**src/rtl/core/ibtt_pkg.sv**
```systemverilog
`timescale 1ns / 1ps

package ibtt_pkg;

   // coordinate and arithmetic widths
   localparam int CoordBits = 12;
   localparam int AreaBits  = 2 * CoordBits + 1;   // signed box area
   localparam int WideBits  = 2 * CoordBits + 4;   // union and 5*inter
   localparam int CountBits = 8;
   localparam int IdBits    = 6;

   // csr word index of the history limit register
   localparam logic CsrHistoryLimit = 1'b0;
   localparam logic [CountBits-1:0] LimitReset = 8'd10;

   typedef enum logic [2:0] {
      ST_IDLE,
      ST_AREA,
      ST_SCAN,
      ST_DRAIN,
      ST_FINISH
   } state_type;

   // one tracked box with its count and precomputed area
   typedef struct packed {
      logic [CoordBits-1:0]       x1;
      logic [CoordBits-1:0]       y1;
      logic [CoordBits-1:0]       x2;
      logic [CoordBits-1:0]       y2;
      logic [CountBits-1:0]       count;
      logic signed [AreaBits-1:0] area;
   } entry_type;

   // per-cell controls
   typedef struct packed {
      logic shift;
      logic tick;
      logic write;
   } cell_ctl_type;

endpackage

```
**src/rtl/core/ibtt_cell.sv**
```systemverilog
`timescale 1ns / 1ps

module ibtt_cell
   import ibtt_pkg::*;
(
   input  logic         clock,
   input  cell_ctl_type ctl,
   input  entry_type    nbr_in,
   input  entry_type    wr_data,
   output entry_type    entry_out
);

   entry_type entry_ff;
   entry_type entry_in;

   always_comb begin
      entry_in = entry_ff;
      if (ctl.write) begin
         entry_in = wr_data;
      end else if (ctl.shift) begin
         entry_in = nbr_in;
      end else if (ctl.tick && (entry_ff.count != '0)) begin
         entry_in.count = entry_ff.count - CountBits'(1);
      end
   end

   always_ff @(posedge clock) begin
      entry_ff <= entry_in;
   end

   assign entry_out = entry_ff;

endmodule

```
**config.mk**
```make
export PLATFORM = sky130hd
export DESIGN_NAME = ibtt_cell
export DESIGN_NICKNAME = d
export VERILOG_FILES = /design/src/rtl/core/ibtt_pkg.sv /design/src/rtl/core/ibtt_cell.sv
export SDC_FILE = /design/constraint.sdc
export NUM_CORES = 1
export LEC_CHECK = 0
export BUFFER_PORTS_ARGS = -buffer_cell sky130_fd_sc_hd__buf_2
export CORE_ASPECT_RATIO = 1.5
export CORE_MARGIN = 5
export CORE_UTILIZATION = 43
export CTS_BUF_LIST = sky130_fd_sc_hd__clkbuf_4
export DETAILED_ROUTE_END_ITERATION = 6
export PLACE_DENSITY = 0.83
export REMOVE_ABC_BUFFERS = 1
export SLEW_MARGIN = 20
export SYNTH_ARGS = -nofsm -noshare
export SYNTH_HDL_FRONTEND = slang
export SYNTH_SLANG_ARGS = --single-unit
```
**constraint.sdc**
```tcl
create_clock -name clock -period 4.05 [get_ports clock]
set_input_delay 0.2025 -clock clock [delete_from_list [all_inputs] [get_ports clock]]
set_output_delay 0.2025 -clock clock [all_outputs]
set_load 0.005 [all_outputs]
```
### Word-level counts from Yosys, hierarchy flattened

Index checks and enable logic that the tools add are counted.

* add/subtract/negate cells: 1
* reduce and logical (&&, ||, !) cells: 4
* muxes and demuxes: 5

Operators by type and width (number)
* two-way mux 81 bit: 1
* two-way mux 48 bit: 1
* two-way mux 25 bit: 1
* two-way mux 8 bit: 2
* nonzero test 8 bit: 1
* subtractor 8 x 1 -> 8 bit (second input constant): 1
* nonzero test 3 bit: 1
* nonzero test 2 bit: 1
* logical AND 1 bit: 1

* output and inout bits: 81
* flip-flop bits (word level): 81
* word-level logic and storage cells: 16

### Longest topological paths before layout

* depth in word-level cells: 5
* mapped depth: 6
* gate-level depth less buffers: 6

### Worst setup path after synthesis

No wires, ideal clock.

* path type: in2reg
* from: input port ctl[0] (netlist bit)
* to: register entry_ff, in the netlist entry_out[30], data pin
* required time: 3.716 ns
* path slack: 1.101 ns
* stages: 5
* library setup time: 0.334 ns
* data arrival time: 2.615 ns
* cells stage by stage: clkbuf_1 -> buf_1 -> nor2_1 -> inv_1 -> o21ai_0

RTL lines
* from (decl): line ibtt_cell.sv:7 `input cell_ctl_type ctl,`
* to (signal assigned): line ibtt_cell.sv:28 `entry_ff <= entry_in;`
* to (decl): line ibtt_cell.sv:13 `entry_type entry_ff;`

==> impl_metrics.csv <==
group,metric,value,unit
power,power,1.77,mW
worst_hold_path,min_path_type,"input pin to flip-flop",
detailed_routing,drc,0,
floorplan,dieArea,10400,µm²
setup_path,crit_chain,"or4_4 > o41a_1 > nor3_1 > o21ai_1",
logic_synthesis,synth_top_cell_by_area,"edfxtp_1",
detailed_routing,avgRoutedWirePerCell,17.6,µm
power,leakage,2.28,nW
floorplan,io_pins,247,
floorplan,die_y,122,µm
clocking,post_cts_buffers,0,
power,power_frac_comb,18.3,%
sta,tightest_slew,0.665,ns
setup_path,crit_type,"flip-flop to flip-flop",
logic_synthesis,seq_area_frac_synth,67.3,%
clocking,path_clk_slew,0.13,ns
clocking,ctsResizeCount,0,
power,power_density,351,nW/µm²
sta,fmax,522,MHz
worst_hold_path,hold_path_depth,2,
setup_path,max_stage_delay,0.58,ns
logic_synthesis,synth_warnings,0,
setup_path,r2r-start,"entry_out[30]",
cells_and_area,largest_reg_flops,81,
detailed_routing,drt-total-wl,10200,µm
setup_path,cp_top_family,"simple AND/OR/NAND/NOR gates",
sta,rsz0062_at_grt,"false",
logic_synthesis,synth_edf_count,81,
setup_path,crit_arrival,2.06,ns
floorplan,dieWidth,84.9,µm
worst_hold_path,hold_path_end,"entry_out[52]",
placement,dp.cells,562,
logic_synthesis,yosys.area.top_type_share,67.3,%
setup_path,endpoint_kind,"flip-flop",
clocking,cts_buffers,9,
sta,final-setup-viol-count,0,
floorplan,coreArea,8310,µm²
logic_synthesis,syn_inst,217,
global_route,grt-ovfl-total,0,
power,power_frac_clock,21.8,%
setup_path,reg2reg_setup_slack,2.13,ns
detailed_routing,dr.first_iter.drc_count,176,
worst_hold_path,min_from,"wr_data[52]",
status,status,"completed",
floorplan,rows,41,
clocking,insertion_delay,0.40,ns
power,internal_power,1.35,mW
clocking,clkSinkCount,81,
logic_synthesis,synth_area_leaders,"edfxtp_1, mux2_2, nand2_1, o21ai_0, a21oi_1",
power,swShare,24.2,%
job,maxCapViolations,0,
power,vdd_drop_max,0.000186,V
sta,tns,0,ns
cells_and_area,final_area,5060,µm²
cells_and_area,multi_input_area,1110,µm²
placement,hpwl,8230,µm
sta,maxSlewHeadroom,55.6,%
setup_path,worst_setup_path_start_kind,"flip-flop",
clocking,root_buffer,"clkbuf_4",
clocking,cts_tree,"built",
cells_and_area,area_growth,39.9,%
cells_and_area,final_core_util,60.8,%
setup_path,cp.required,4.19,ns
clocking,postCtsHoldBufs,0,
detailed_routing,first_pass_iters,4,
cells_and_area,nNetsFinal,634,
sta,hold_ws,0.0861,ns
placement,port-buffer-count,246,
logic_synthesis,syn_avg_cell_area,16.7,µm²
global_route,track_usage,18.8,%
logic_synthesis,ys_types,25,
cells_and_area,register_area,2430,µm²
detailed_routing,viasPerCell,4.83,
cells_and_area,drive_gt1_share,72.0,%
global_route,grt_pass1_vias,2945,
clocking,htreeDepth,3,
placement,dp_slack,1.75,ns
sta,slew_violations,0,
sta,fin_ws,2.13,ns
power,power_switching,429,µW
logic_synthesis,ys_async_sr_fraction,0,%
power,pwr-share-seq,59.9,%
clocking,clockBufferDepth,2,
global_route,grt_antenna_before_repair,1,
logic_synthesis,synth_area,3610,µm²
cells_and_area,fillers,694,
sta,fin_crit_sh,47.3,%
global_route,grt_pass1_wl,14700,µm
detailed_routing,dr_total_vias,2795,
placement,placed_area,4950,µm²
cells_and_area,fin_cells,579,
logic_synthesis,ys_ff_latch,81,
setup_path,crit_path_max_fanout,4,
global_route,grt_max_degree,50,
setup_path,slowest_stage,"or4_4",
sta,hold_viol_final,0,
logic_synthesis,synth-main-ff-cell,"edfxtp_1",
floorplan,start_util,43.5,%
sta,min_period,1.92,ns
setup_path,r2r_cells,4,
setup_path,r2r-end,"entry_out[32]",
sta,finClkSkew,0.00691,ns
setup_path,critPathBufInv,0,
placement,globalplace.congestion,0.929,
detailed_routing,ant_nets,0,
==> layer usage <==
metal | GRT usage [%] | part of all wire (%) | vias up | wire length [µm]
met3 | 3.90 | 6.9 | 18 | 701
met2 | 33.3 | 55 | 130 | 5610
li1 | - | - | 1335 | -
met5 | 0 | 0 | - | 0
met1 | 21.1 | 35 | 1312 | 3620
met4 | 10.0 | 2.6 | 0 | 262
==> power by group through the flow <==
stage	combinational (mW)	clock [mW]	sequential [mW]
final	0.324	0.387	1.06
after global routing	0.354	0.443	1.07
after CTS	0.331	0.404	1.06
after detailed placement	0.329	0	1.08
after global placement	0.319	0	1.08
after floorplan	0.0993	0	1.09
==> cell usage after synthesis, types with 2 or more instances <==
master    number
a21oi_1        5
and3_1         2
buf_1          6
buf_2          2
edfxtp_1      81
ha_1           2
inv_1          6
mux2_2        75
nand2_1        9
nand2b_1       2
nor2_1         4
nor3_1         3
o21ai_0        6
o22ai_1        2
xnor2_1        2
==> cell usage in the layout, fill, tap and decap left out <==
| cell type | n |
|---|---|
| xnor2_1 | 2 |
| mux2i_1 | 1 |
| a21oi_1 | 5 |
| edfxtp_1 | 81 |
| nand2b_1 | 2 |
| ha_1 | 2 |
| clkinv_2 | 3 |
| nor3_1 | 3 |
| nand2_1 | 9 |
| or4_4 | 1 |
| diode_2 | 1 |
| nor2_1 | 4 |
| mux2_2 | 75 |
| inv_2 | 1 |
| buf_4 | 3 |
| o22ai_1 | 2 |
| buf_2 | 245 |
| nor3b_1 | 1 |
| o21ai_1 | 1 |
| clkinv_1 | 2 |
| o21ai_0 | 6 |
| and3_1 | 2 |
| o211ai_1 | 1 |
| o41a_1 | 1 |
| inv_1 | 5 |
| clkbuf_4 | 11 |
| nor4_1 | 1 |
| xor2_1 | 1 |
==> worst reg2reg max path, stage by stage (launching register included) <==
cell and delay, ns:
edfxtp_1 0.47, or4_4 0.58, o41a_1 0.32, nor3_1 0.18, o21ai_1 0.11
==> worst max path at each step <==
stage             startpoint             to  slack (ns)  cells after the start
3_5_place_dp          ctl[0]  entry_out[19]        1.75                      4
5_1_grt               ctl[0]   entry_out[4]        2.09                      4
3_3_place_gp          ctl[0]  entry_out[66]        1.85                      4
2_1_floorplan         ctl[0]  entry_out[30]        1.79                      3
4_1_cts        entry_out[30]  entry_out[32]        2.14                      4
6_report       entry_out[30]  entry_out[32]        2.13                      4
==> cell families (layout without fill, tap and decap cells) <==
logic type | count (synthesis) | in the layout | share of synthesized area (%)
compound gates | 16 | 16 | 2.53
xor+xnor | 3 | 3 | 0.727
fa+ha+maj | 2 | 2 | 0.692
buf+inv | 16 | 270 | 1.94
flops | 81 | 81 | 67.3
mux | 76 | 76 | 23.6
other cells | 0 | 1 | 0
simple gates | 23 | 23 | 3.15
==> final cells by class <==
cell class	instances	share of cell area, %
antenna	1	0.0495
clock buffer	11	1.63
clock inverter	5	0.445
inverter	6	0.445
multi-input combinational	120	22.0
sequential	81	48.1
tap	107	2.65
timing repair buffer	248	24.7
No activity file was read; power rests on OpenSTA's default activity.
