`src/rtl/core/ibtt_pkg.sv`:
```
`timescale 1ns / 1ps

package ibtt_pkg;

   // coordinate and arithmetic widths
   localparam int CoordBits = 12;
   localparam int AreaBits  = 2 * CoordBits + 1;   // signed box area
   localparam int WideBits  = 2 * CoordBits + 4;   // union and 5*inter
   localparam int CountBits = 8;
   localparam int IdBits    = 6;

   // csr word index of the history limit register
   localparam logic CsrHistoryLimit = 1'b0;
   localparam logic [CountBits-1:0] LimitReset = 8'd10;

   typedef enum logic [2:0] {
      ST_IDLE,
      ST_AREA,
      ST_SCAN,
      ST_DRAIN,
      ST_FINISH
   } state_type;

   // one tracked box with its count and precomputed area
   typedef struct packed {
      logic [CoordBits-1:0]       x1;
      logic [CoordBits-1:0]       y1;
      logic [CoordBits-1:0]       x2;
      logic [CoordBits-1:0]       y2;
      logic [CountBits-1:0]       count;
      logic signed [AreaBits-1:0] area;
   } entry_type;

   // per-cell controls
   typedef struct packed {
      logic shift;
      logic tick;
      logic write;
   } cell_ctl_type;

endpackage

```
`src/rtl/core/ibtt_iou.sv`:
```
`timescale 1ns / 1ps

module ibtt_iou
   import ibtt_pkg::*;
#(
   parameter int IDX_W = 5
) (
   input  logic                 clock,
   input  logic                 reset,
   input  logic                 valid_in,
   input  logic [IDX_W-1:0]     idx_in,
   input  entry_type            head,
   input  entry_type            cand,
   output logic                 hit,
   output logic [IDX_W-1:0]     hit_idx,
   output logic [CountBits-1:0] hit_count
);

   // stage 0: overlap extents
   logic [CoordBits-1:0] min_x2, max_x1, min_y2, max_y1;
   logic [CoordBits:0]   dw, dh;
   logic [CoordBits-1:0] w_in, h_in;
   logic [AreaBits:0]    asum_in;

   // stage 1 registers
   logic                 s1_valid_ff;
   logic [CoordBits-1:0] s1_w_ff, s1_h_ff;
   logic [AreaBits:0]    s1_asum_ff;
   logic [IDX_W-1:0]     s1_idx_ff;
   logic [CountBits-1:0] s1_count_ff;

   // stage 2 registers
   logic                   s2_valid_ff;
   logic [2*CoordBits-1:0] s2_inter_ff;
   logic [AreaBits:0]      s2_asum_ff;
   logic [IDX_W-1:0]       s2_idx_ff;
   logic [CountBits-1:0]   s2_count_ff;

   logic signed [WideBits-1:0] uni, five;

   always_comb begin
      min_x2 = (head.x2 < cand.x2) ? head.x2 : cand.x2;
      max_x1 = (head.x1 > cand.x1) ? head.x1 : cand.x1;
      min_y2 = (head.y2 < cand.y2) ? head.y2 : cand.y2;
      max_y1 = (head.y1 > cand.y1) ? head.y1 : cand.y1;
      dw = {1'b0, min_x2} - {1'b0, max_x1};
      dh = {1'b0, min_y2} - {1'b0, max_y1};
      // negative extent clamps to no overlap
      w_in = dw[CoordBits] ? '0 : dw[CoordBits-1:0];
      h_in = dh[CoordBits] ? '0 : dh[CoordBits-1:0];
      asum_in = {head.area[AreaBits-1], head.area} + {cand.area[AreaBits-1], cand.area};
   end

   always_ff @(posedge clock) begin
      if (reset) begin
         s1_valid_ff <= 1'b0;
         s2_valid_ff <= 1'b0;
      end else begin
         s1_valid_ff <= valid_in;
         s2_valid_ff <= s1_valid_ff;
      end
   end

   always_ff @(posedge clock) begin
      s1_w_ff     <= w_in;
      s1_h_ff     <= h_in;
      s1_asum_ff  <= asum_in;
      s1_idx_ff   <= idx_in;
      s1_count_ff <= head.count;
      s2_inter_ff <= s1_w_ff * s1_h_ff;
      s2_asum_ff  <= s1_asum_ff;
      s2_idx_ff   <= s1_idx_ff;
      s2_count_ff <= s1_count_ff;
   end

   // overlap test: union > 0 and 5*inter > union
   always_comb begin
      uni  = {{(WideBits-AreaBits-1){s2_asum_ff[AreaBits]}}, s2_asum_ff}
           - {{(WideBits-2*CoordBits){1'b0}}, s2_inter_ff};
      five = {{(WideBits-2*CoordBits-2){1'b0}}, s2_inter_ff, 2'b00}
           + {{(WideBits-2*CoordBits){1'b0}}, s2_inter_ff};
   end

   assign hit       = s2_valid_ff && (uni > 0) && (five > uni);
   assign hit_idx   = s2_idx_ff;
   assign hit_count = s2_count_ff;

endmodule

```
`config.mk`:
```
export PLATFORM = sky130hd
export DESIGN_NAME = ibtt_iou
export DESIGN_NICKNAME = d
export VERILOG_FILES = /design/src/rtl/core/ibtt_pkg.sv /design/src/rtl/core/ibtt_iou.sv
export SDC_FILE = /design/constraint.sdc
export NUM_CORES = 1
export LEC_CHECK = 0
export BUFFER_PORTS_ARGS = -buffer_cell sky130_fd_sc_hd__buf_4
export CAP_MARGIN = 25
export CORE_MARGIN = 3
export CORE_UTILIZATION = 40
export DETAILED_ROUTE_END_ITERATION = 16
export PLACE_DENSITY_LB_ADDON = 0.1
export SLEW_MARGIN = 10
export SYNTH_ARGS = -nofsm -noshare
export SYNTH_HDL_FRONTEND = slang
export SYNTH_SLANG_ARGS = --single-unit
```
`constraint.sdc`:
```
create_clock -name clock -period 15.9 [get_ports clock]
set_clock_uncertainty 0.05 [all_clocks]
set_input_delay 0.795 -clock clock [delete_from_list [all_inputs] [get_ports clock]]
set_output_delay 0.795 -clock clock [all_outputs]
set_load 0.03 [all_outputs]
```
=== Word level (Yosys, flattened, before mapping) ===
Index checks and enable logic that the tools add are counted.

* Multiplexer cells: 4
* Magnitude comparators: 6
* Reduce and logical (&&, ||, !) cells: 2
* $add $sub $neg: 5
* $mul: 1

{| class="wikitable"
|+ Operators by type and width
! kind !! count
|-
| 12-bit two-way mux || 4
|-
| 28-bit by 27-bit > comparator with 1-bit output || 1
|-
| 26-bit by 24-bit adder with 27-bit output || 1
|-
| 27-bit by 1-bit > comparator with 1-bit output, second input constant || 1
|-
| 26-bit by 25-bit subtractor with 27-bit output || 1
|-
| 25-bit by 25-bit adder with 26-bit output || 1
|-
| 12-bit by 12-bit subtractor with 13-bit output || 2
|-
| 12-bit > comparator || 2
|-
| 12-bit < comparator || 2
|-
| 12-bit by 12-bit multiplier with 24-bit output || 1
|-
| 1-bit logical AND || 2
|}

* Input port bits: 170
* Logic and storage cells: 29
* Output and inout port bits: 14
* Register bits after elaboration: 128

=== Longest topological paths before layout ===
* Word-level depth: 4
* Gate-level depth with buffers: 23
* Depth with buffers taken out: 22

=== Worst setup path before layout ===
Ideal clock, no wire load.

* Path type: flip-flop to flip-flop
* Start point: register s1_h_ff[11]
* End point: register s2_inter_ff[22]
* Data arrival time: 5,146 ps
* Data required time: 15,727 ps
* Setup slack: 10,581 ps
* Stages on the path, launching flop included: 18
* Path buffers: 1
* Path through: dfxtp_1 -> clkbuf_1 -> nand2_1 -> fa_1 -> fa_1 -> inv_1 -> fa_1 -> fa_1 -> inv_1 -> fa_1 -> inv_1 -> ha_1 -> o41ai_2 -> o2111a_1 -> nor3_1 -> a2111oi_1 -> a21oi_1 -> xor2_1

* Word-level cells in the longest chain between the ends: 1

{| class="wikitable"
|+ RTL lines
! item !! RTL line !! text
|-
| from (decl) || ibtt_iou.sv:27 || <nowiki>logic [CoordBits-1:0] s1_w_ff, s1_h_ff;</nowiki>
|-
| from (signal assigned) || ibtt_iou.sv:66 || <nowiki>s1_h_ff <= h_in;</nowiki>
|-
| 12-bit by 12-bit multiplier with 24-bit output || ibtt_iou.sv:70 || <nowiki>s2_inter_ff <= s1_w_ff * s1_h_ff;</nowiki>
|-
| to (signal assigned) || ibtt_iou.sv:70 ||
|-
| to (decl) || ibtt_iou.sv:34 || <nowiki>logic [2*CoordBits-1:0] s2_inter_ff;</nowiki>
|}

Every way passes these cells.
A chain may end at the register's enable or synchronous reset.

=== Final worst setup path ===
* Start point: register s2_inter_ff[0]
* End point: output hit

* Word-level cells in the longest chain between the ends: 4
* Elaborated cells between the ends (all ways): 6
* Classes of those cells: add/sub: 2; order compare: 2; reduce/logical: 2

{| class="wikitable"
|+ RTL lines
! item !! RTL line !! text
|-
| 26-bit by 25-bit subtractor with 27-bit output || ibtt_iou.sv:79 || <nowiki>- {{(WideBits-2*CoordBits){1'b0}}, s2_inter_ff};</nowiki>
|-
| 27-bit by 1-bit > comparator with 1-bit output || ibtt_iou.sv:84 || <nowiki>assign hit = s2_valid_ff && (uni > 0) && (five > uni);</nowiki>
|-
| 1-bit logical AND || ibtt_iou.sv:84 ||
|-
| 1-bit logical AND (*) || ibtt_iou.sv:84 ||
|-
| to (decl) || ibtt_iou.sv:14 || <nowiki>output logic hit,</nowiki>
|}

Every way passes the cells marked *; elsewhere a longest branch is shown, timed or not.

==> flow_summary.yaml <==
synthesis:
  synth_edf_count: 0
  synth_area_leaders: "ha_1, dfxtp_1, fa_1, inv_1, nand2_1"
  synth_top_area_cell: "ha_1"
  synth_commonest_cells: "inv_1, ha_1, nand2_1, dfxtp_1, a21oi_1"
  synthesis.nets: 2296
  synth-main-ff-cell: "dfxtp_1"
  synth_top_area_share_pct: 18.9
  synth.avg_cell_area_um2: 8.45
  ys_seq_elements: 128
  syn-cell-area_um2: 15100
  seq_area_frac_synth_pct: 16.9
  syn_inst: 1792
  ys_types: 82
  synth-async-reset-ratio_pct: 0
  post-synth-top-count-cell: "inv_1"
  yosysWarnings: 0
power_and_ir_drop:
  p_leak_nw: 8.62
  netSwitchingFraction_pct: 48.1
  internal-power_mw: 1.48
  p_switching_mw: 1.37
  power.share.clock_pct: 13.4
  p_per_area_nw_per_um2: 164
  power.share.sequential_pct: 18.6
  vdd_ir_drop_max_v: 0.000110
  power_frac_comb_pct: 68.1
  fin_total_pwr_mw: 2.85
sta:
  min_period_ns: 5.94
  setup_ws_ns: 9.96
  setup_tns_ns: 0
  slew_violations: 0
  rsz0062_at_grt: "false"
  tightestPinTransition_ns: 0.859
  finalHoldViolCount: 0
  setup_viol: 0
  fmaxAchievable_mhz: 168
  final_min_period_over_clock_period_pct: 37.4
  relSlewSlack_pct: 42.5
route:
  first_pass_iters: 5
  drc: 0
  ant_nets: 0
  drtIter0Drc: 469
  wirelength_um: 36000
  wire_per_inst_um: 14.8
  vias: 12600
  via_per_inst: 5.16
critical_path:
  start_kind: "flop"
  setup.worst_path.end_class: "primary output"
  critical_path_arrival_ns: 5.10
  cp_max_fo: 4
  crit_type: "flop to primary output"
  cp_data_required_time_ns: 15.06
clocking:
  cts-htree-levels: 4
  clock_latency_ns: 0.44
  cts_setup_buffers: 0
  cts_made_buffers: 17
  cts-root-buf: "clkbuf_16"
  clk_path_buf_depth: 2
  cts_tree: "yes"
  cts_resized: 0
  path_clk_slew_ns: 0.06
  cts_sinks: 128
  ctsHoldBuffers: 0
cells_and_area:
  fin_nets: 2430
  diodes: 0
  drive_gt1_share_pct: 12.5
  syn_to_final_growth_pct: 15.1
floorplanning:
  die_area_um2: 40200
  fp.coreArea_um2: 37000
  die_w_um: 201
  rows: 70
  start_util_pct: 41.0
  ios: 184
  die_h_um: 201
placed_design:
  dp_slack_ns: 9.99
  dp_hpwl_um: 29800
  io_buffers: 175
  place.gp.congestion: 0.857
status:
  status: "finished clean"
global_route:
  grt_start_max_net_pins: 26
  antenna_found_initial: 0
  grt_pass1_wl_um: 60100
  overflow: 0
  grt_pass1_vias: 12600
  grt_use_total_pct: 17.8
run:
  cap_violations: 0
worst_hold_path:
  hold_path.class: "flop to flop"
[stage by stage]
| stage | util, % | hold WS, ns | instance area [um^2] | cells |
|---|---|---|---|---|
| 2_1_floorplan | - | 0.260 | 15100 | 1792 |
| 3_3_place_gp | 45.6 | 0.259 | 16900 | 2410 |
| 3_5_place_dp | 45.6 | 0.262 | 16900 | 2410 |
| 4_1_cts | 47.2 | 0.275 | 17400 | 2442 |
| 5_1_grt | 47.2 | 0.280 | 17400 | 2443 |
| 6_report | 47.2 | 0.273 | 17400 | 2443 |
[cell usage in the layout, fill, tap and decap left out, types with 14 or more instances in the layout]
master	count
a211oi_1	18
a21o_1	57
a21oi_1	109
a32o_1	23
and2_1	57
and3_1	15
buf_4	178
clkbuf_16	17
dfxtp_1	128
fa_1	105
ha_1	229
inv_1	255
mux2i_1	24
nand2_1	169
nand2b_1	14
nand3_1	21
nand4_1	15
nor2_1	65
nor2b_1	27
nor3_1	46
o2111ai_1	22
o211ai_1	33
o21a_1	16
o21ai_0	52
xnor2_1	59
xor2_1	28
[final timing paths]
| check | from | cells after the start | slack (ns) | to |
|---|---|---|---|---|
| worst max register to register | s1_h_ff[5] | 18 | 10.06 | s2_inter_ff[22] |
| worst max-delay path | s2_inter_ff[0] | 18 | 9.96 | hit |
| worst min register to register | s1_count_ff[6] | 0 | 0.27 | hit_count[6] |
| worst min-delay path | s1_count_ff[6] | 0 | 0.27 | hit_count[6] |
[state kept, by name, indices dropped and copies added, names as in the netlist]
signal,count
hit_idx,5
s1_h_ff,12
s1_idx_ff,5
s1_w_ff,12
s1_count_ff,8
hit_count,8
s2_asum_ff,26
s1_asum_ff,26
s2_inter_ff,24
s1_valid_ff,1
s2_valid_ff,1
[worst max-delay path, stage by stage, from the launching register on]
cell and delay, ns:
dfxtp_1 0.45, ha_1 0.22, inv_1 0.06, fa_1 0.40, nor2b_1 0.14, o21ai_1 0.12
a2111oi_2 0.37, nor2_1 0.14, a31oi_2 0.26, o21ai_1 0.16, o31ai_1 0.44, xnor2_1 0.13
ha_1 0.38, nand2_1 0.10, nor3_1 0.10, a311oi_1 0.31, a22oi_1 0.14, a2111oi_1 0.50
buf_4 0.25
[final cells by class]
class                      count  area (um^2)
multi-input combinational   1346        11400
clock inverter                15          149
fill                        3620        19500
sequential                   128         2560
inverter                     255          957
timing repair buffer         178         1340
clock buffer                  17          425
tap                          504          631
[cells by family (layout without fill, tap and decap cells)]
| family | count (synthesis) | in the layout | synth area share [%] |
|---|---|---|---|
| compound gates | 428 | 428 | 20.1 |
| fa+ha+maj | 334 | 334 | 32.8 |
| simple gates | 470 | 470 | 15.3 |
| buf+inv | 318 | 465 | 7.96 |
| mux | 27 | 27 | 1.81 |
| xor+xnor | 87 | 87 | 5.03 |
| flops | 128 | 128 | 16.9 |
[per-layer routing]
metal | routed length, um | GRT usage, % | vias up
met5 | 0 | 0 | -
met4 | 712 | 5.35 | 0
met3 | 1210 | 2.45 | 41
met2 | 17600 | 31.1 | 246
met1 | 16500 | 22.9 | 5854
li1 | - | - | 6476
[power groups by stage]
stage	clock network (mW)	registers [mW]	logic, mW
2_1_floorplan	0	0.448	1.59
3_3_place_gp	0	0.538	1.91
3_5_place_dp	0	0.538	1.94
4_1_cts	0.396	0.531	1.96
5_1_grt	0.408	0.545	2.22
6_report	0.382	0.530	1.94
Note: power is estimated with default switching activity, not from simulation.
